`src/rtl/core/bad_char_skip_line_matcher_top_macros.svh`:
```
// Assertion macros shared by the line matcher RTL.
// Each macro expects signals clk and rst_n in the scope where it is used.
`ifndef BAD_CHAR_SKIP_LINE_MATCHER_TOP_MACROS_SVH
`define BAD_CHAR_SKIP_LINE_MATCHER_TOP_MACROS_SVH

// Same-cycle implication, checked out of reset
`define BCSLM_ASSERT_NOW(lbl, ante, cons, msg) \
  lbl: assert property (@(posedge clk) disable iff (!rst_n) (ante) |-> (cons)) \
    else $error(msg);

// Next-cycle implication, checked out of reset
`define BCSLM_ASSERT_NEXT(lbl, ante, cons, msg) \
  lbl: assert property (@(posedge clk) disable iff (!rst_n) (ante) |=> (cons)) \
    else $error(msg);

`endif

```
`src/rtl/core/bcslm_pkg.sv`:
```
// Package for the bad-character skip line matcher.
// Holds sizes, register indexes, word and command types and the case fold.
// No dependencies.
package bcslm_pkg;

  localparam int MAX_LINE    = 1024;
  localparam int MAX_PATTERN = 32;
  localparam int REG_W       = 64;
  localparam int LINE_AW     = $clog2(MAX_LINE);
  localparam int LEN_W       = $clog2(MAX_LINE + 1);
  localparam int PLEN_W      = 6;
  localparam int PIDX_W      = $clog2(MAX_PATTERN);
  localparam int PAT_BITS    = MAX_PATTERN * 8;
  localparam int PAT_WORDS   = PAT_BITS / REG_W;
  localparam int PWSEL_W     = $clog2(PAT_WORDS);
  localparam int CNT_W       = 11;
  localparam int CFG_IDX_W   = 3;

  localparam logic [CNT_W-1:0] CNT_MAX = {CNT_W{1'b1}};

  // Configuration register indexes
  localparam logic [CFG_IDX_W-1:0] CFG_PAT0  = 3'd0;
  localparam logic [CFG_IDX_W-1:0] CFG_PAT1  = 3'd1;
  localparam logic [CFG_IDX_W-1:0] CFG_PAT2  = 3'd2;
  localparam logic [CFG_IDX_W-1:0] CFG_PAT3  = 3'd3;
  localparam logic [CFG_IDX_W-1:0] CFG_PLEN  = 3'd4;
  localparam logic [CFG_IDX_W-1:0] CFG_ICASE = 3'd5;

  typedef struct packed {
    logic [7:0] text_byte;
    logic       has_byte;
    logic       end_of_line;
  } in_word_t;

  typedef struct packed {
    logic             line_matched;
    logic [CNT_W-1:0] occurrence_count;
    logic             line_truncated;
  } out_word_t;

  // Controller to datapath commands
  typedef struct packed {
    logic take;       // store the accepted input word
    logic init;       // window to zero, count to zero
    logic start_win;  // j to m-1, read text at s+m-1
    logic step_j;     // j down by one, read text at s+j-1
    logic read_next;  // read text at s+m
    logic capt_hit;   // capture last-position hits of the read byte
    logic base_is_m;  // shift base is m instead of j
    logic do_shift;   // advance window by the bad-character shift
    logic inc_s1;     // advance window by one
    logic count_inc;  // count one occurrence
    logic finish;     // load result, clear line state
  } ctl_cmd_t;

  // Datapath to controller status
  typedef struct packed {
    logic eq;          // read byte equals pattern byte j
    logic j_zero;      // j is at the first pattern byte
    logic more_after;  // a byte follows the window
    logic in_range;    // window fits in the line
  } dp_stat_t;

  // Fold ASCII upper case to lower case when enabled
  function automatic logic [7:0] fold_byte(input logic [7:0] b, input logic fold);
    logic [7:0] r;
    r = b;
    if (fold && (b inside {[8'h41:8'h5A]})) begin
      r = b + 8'h20;
    end
    return r;
  endfunction

endpackage

```
`src/rtl/core/bcslm_ctrl.sv`:
```
// Controller for the line matcher: load, search and result hand-off sequence.
// Depends on bcslm_pkg and the shared assertion macros.
`include "bad_char_skip_line_matcher_top_macros.svh"

module bcslm_ctrl import bcslm_pkg::*; (
  input  logic     clk,
  input  logic     rst_n,
  input  logic     in_valid,
  input  logic     in_eol,
  output logic     in_ready,
  output logic     out_valid,
  input  logic     out_ready,
  input  dp_stat_t stat,
  output ctl_cmd_t cmd
);

  typedef enum logic [2:0] {
    S_LOAD,
    S_PREP,
    S_CHK,
    S_CMP,
    S_NEXT,
    S_SHIFT,
    S_DONE
  } state_t;

  state_t state_r, state_nxt;
  logic   out_valid_r, out_valid_nxt;

  // Next state and commands
  always_comb begin
    state_nxt     = state_r;
    out_valid_nxt = out_valid_r && !out_ready;
    cmd           = '0;
    case (state_r)
      S_LOAD: begin
        if (in_valid) begin
          cmd.take = 1'b1;
          if (in_eol) begin
            state_nxt = S_PREP;
          end
        end
      end
      S_PREP: begin
        cmd.init  = 1'b1;
        state_nxt = S_CHK;
      end
      S_CHK: begin
        if (stat.in_range) begin
          cmd.start_win = 1'b1;
          state_nxt     = S_CMP;
        end else begin
          state_nxt = S_DONE;
        end
      end
      S_CMP: begin
        cmd.capt_hit = 1'b1;
        if (stat.eq) begin
          if (!stat.j_zero) begin
            cmd.step_j = 1'b1;
          end else begin
            cmd.count_inc = 1'b1;
            if (stat.more_after) begin
              cmd.read_next = 1'b1;
              state_nxt     = S_NEXT;
            end else begin
              cmd.inc_s1 = 1'b1;
              state_nxt  = S_CHK;
            end
          end
        end else begin
          state_nxt = S_SHIFT;
        end
      end
      S_NEXT: begin
        cmd.capt_hit  = 1'b1;
        cmd.base_is_m = 1'b1;
        state_nxt     = S_SHIFT;
      end
      S_SHIFT: begin
        cmd.do_shift = 1'b1;
        state_nxt    = S_CHK;
      end
      S_DONE: begin
        // hold until the output register is free
        if (!out_valid_r || out_ready) begin
          cmd.finish    = 1'b1;
          out_valid_nxt = 1'b1;
          state_nxt     = S_LOAD;
        end
      end
      default: begin
        state_nxt = S_LOAD;
      end
    endcase
  end

  // State and registered outputs
  always_ff @(posedge clk) begin
    if (!rst_n) begin
      state_r     <= S_LOAD;
      out_valid_r <= 1'b0;
    end else begin
      state_r     <= state_nxt;
      out_valid_r <= out_valid_nxt;
    end
  end

  assign in_ready  = (state_r == S_LOAD);
  assign out_valid = out_valid_r;

  `BCSLM_ASSERT_NEXT(a_finish_shows_word, cmd.finish, out_valid_r, "result not presented")
  `BCSLM_ASSERT_NEXT(a_wait_holds, (state_r == S_DONE) && out_valid_r && !out_ready, (state_r == S_DONE), "waiting word overrun")
  `BCSLM_ASSERT_NEXT(a_eol_starts_search, in_valid && in_ready && in_eol, (state_r == S_PREP), "line end did not start search")

endmodule

```
`config.mk`:
```
export PLATFORM = sky130hd
export DESIGN_NAME = bcslm_ctrl
export DESIGN_NICKNAME = d
export VERILOG_FILES = /design/src/rtl/core/bcslm_pkg.sv /design/src/rtl/core/bcslm_ctrl.sv
export VERILOG_INCLUDE_DIRS = /design/src /design/src/rtl/core
export SDC_FILE = /design/constraint.sdc
export NUM_CORES = 1
export LEC_CHECK = 0
export BUFFER_PORTS_ARGS = -buffer_cell sky130_fd_sc_hd__buf_4
export CORE_AREA = 2 2 39 41
export CTS_CLUSTER_DIAMETER = 80
export DETAILED_ROUTE_END_ITERATION = 10
export DIE_AREA = 0 0 41 43
export PLACE_DENSITY = 0.62
export SLEW_MARGIN = 25
export SYNTH_ARGS = -nofsm -noshare
export SYNTH_HDL_FRONTEND = slang
export SYNTH_SLANG_ARGS = --single-unit
```
`constraint.sdc`:
```
create_clock -name clk -period 1.27 [get_ports clk]
set_input_delay 0.127 -clock clk [delete_from_list [all_inputs] [get_ports clk]]
set_output_delay 0.127 -clock clk [all_outputs]
set_load 0.005 [all_outputs]
```
==> metrics.md <==
| Metric | Value |
|---|---|
| First-pass GRT wire length | 1545 um |
| TritonCTS Buffers | 3 |
| Post-route minimum period | 1.329 ns |
| DP Area | 526.8 um^2 |
| Synth Net Count | 55 |
| Synth unique cells | 23 |
| Die height | 43 um |
| Crit path required time | 1.14 ns |
| Area grow syn2layout | 79.71% |
| Largest net degree at the start of global routing | 7 |
| Via-to-Cell Ratio | 4.720 |
| Mean Syn Cell Area | 7.507 um^2 |
| Clock buffer depth | 2 |
| Layout Cells excl Fill | 93 |
| Slew @ Worst Pin | 0.3245 ns |
| Die area | 1763 um^2 |
| # clock sinks | 4 |
| GRT Resource Usage Total | 0.1266 |
| Clock latency on the worst-skew pair | 0.23 ns |
| H-tree depth | 1 |
| Failing checks | negative setup slack |
| Die W | 41 um |
| Clk_skew | 0.003634 ns |
| Peak supply drop | 0.4127 mV |
| Final worst-path cycle share | 1.046 |
| Residual DRC | 0 |
| Mapped Area | 345.3 um^2 |
| Max frequency | 752.4 MHz |
| Seq cells post-synth | 4 |
| HP Class | in2reg |
| Metal-1 WL | 363 um |
| Hold_buf cts | 0 |
| Post-route worst setup slack | -0.05900 ns |
| P per Cell Area | 745.8 nW/um^2 |
| Yosys Warn Count | 0 |
| Top routing layer in use | met4 |
| Register area share after synthesis | 0.2319 |
| Clk slew on worst S/H paths | 0.04 ns |
| Number of global-route vias before repair | 414 |
| Final hold slack | 0.1413 ns |
| Layout cells sized above 1 | 0.5584 |
| CTS root buf | clkbuf_4 |
| First DRT Iteration DRCs | 2 |
| WL/cell | 10.13 um |
| Via count | 439 |
| Antenna cells | 0 |
| I/O Buffers | 21 |
| Initial Utilization | 0.2495 |
| Cell count after placement | 84 |
| Routed wire length | 942 um |
| Dpl hpwl | 746.9 um |
| Routability cong. | 0.7255 |
| Nets | 88 |
| Worst setup SP type | flip-flop |
| Met2 WL | 517 um |
| Antenna-violating nets left | 0 |
| Max-Cap Viols | 0 |
| Setup crit end kind | output pin |
| Initial antenna violation count | 0 |
| Ports | 22 |
| Status | finished, violations left |
| Crit path DAT | 1.20 ns |
| Leak | 0.3098 nW |
| Max_slew headroom | 0.7820 |
| CP max FO | 4 |
| Routed wl met3 | 48 um |
| TritonCTS clock tree | yes |
| Area of the core | 1384 um^2 |
| Hold Fails Final Rpt | 0 |
| Crit path kind | reg2out |
| 1st-pass router iterations | 2 |
| Gr ovfl total | 0 |
| Rows | 14 |
| Final Util | 0.4485 |
| Finished Cell Area | 620.6 um^2 |
| Final count of negative-setup-slack endpoints | 3 |
| Unrepaired setup endpoints after global routing | yes |
| Synthesized netlist cell count | 46 |
| Max Slew Vio Count | 0 |
| Overall Power | 0.4628 mW |
final timing paths:
check / startpoint / slack, ns / end / cells past startpoint
max reg2reg: state_r[0] / 0.06 / state_r[1] / 5
min reg2reg: out_valid / 0.63 / out_valid / 3
min: rst_n / 0.14 / state_r[0] / 2
max: state_r[1] / -0.06 / cmd[6] / 5
final cells by class:
type	instances	area [um^2]
Clock buffer	3	22.52
Fill cell	139	763.2
Inverter	4	15.01
Multi-Input combinational cell	36	247.7
Sequential cell	4	86.33
Tap cell	16	20.02
Timing Repair Buffer	30	229.0
Yosys cell counts (all sizes together):
library cell / n / share of area
buf: 2 / 0.054
a21oi: 3 / 0.043
nor3: 6 / 0.10
nand3: 3 / 0.058
o21bai: 1 / 0.022
mux2i: 1 / 0.029
dfxtp: 4 / 0.23
and2: 3 / 0.054
o311a: 1 / 0.029
o31ai: 1 / 0.036
and3: 1 / 0.018
a21o: 1 / 0.022
inv: 4 / 0.043
nor2b: 3 / 0.076
o2bb2ai: 2 / 0.051
nand2: 4 / 0.043
nor2: 6 / 0.087
repair_timing:
action	in CTS	in global routing
pin swaps	1	1
resized for setup	8	0
setup buffers	5	1
cloned	0	0
endpoints found under the setup margin	11	7
cells by family after synthesis:
kind of cell	after synthesis	synth area share
AND/OR/NAND/NOR	26	0.4384
buffers and inverters	6	0.09782
flip-flops	4	0.2319
AO/OA/AOI/OAI	9	0.2029
multiplexers	1	0.02899
layout by cell type, fill, tap and decap left out, drive strengths merged:
master / instances
a21o: 1
and2: 3
nor3: 6
nand2: 4
inv: 4
o31ai: 1
and3: 1
o311a: 1
buf: 30
a21oi: 3
nor2: 6
clkbuf: 3
o21bai: 1
nor2b: 3
nand3: 3
dfxtp: 4
o2bb2ai: 2
mux2i: 1
metal layers:
metal  up-vias  track usage
met1       203       0.1516
met5         -            0
met2        13       0.1875
met3         2      0.02094
li1        221            -
met4         0       0.1000
flip-flops by register name (all words and copies together) (netlist names):
name / count
out_valid: 1
state_r: 3
stage by stage:
| step | TNS, ns | setup WS [ns] |
|---|---|---|
| final | -0.09091 | -0.05900 |
| after global placement | 0 | 0.08684 |
| after global routing | -0.4035 | -0.1199 |
| after CTS | -0.1114 | -0.05203 |
| after floorplan | 0 | 0.1319 |
| after detailed placement | 0 | 0.06392 |
report_power, final:
part	internal, mW	total (mW)	switching, mW
Sequential	0.134	0.144	0.00950
Clock	0.105	0.154	0.0488
Combinational	0.0930	0.165	0.0717
Total	0.333	0.463	0.130
worst max-delay path, cell delays in order (launching register included):
cell and delay, ns:
dfxtp_2 0.34, nor2b_4 0.17, nand3_4 0.11, nor2_2 0.11, and2_1 0.13, buf_4 0.10
(Power assumes the default switching activity.)
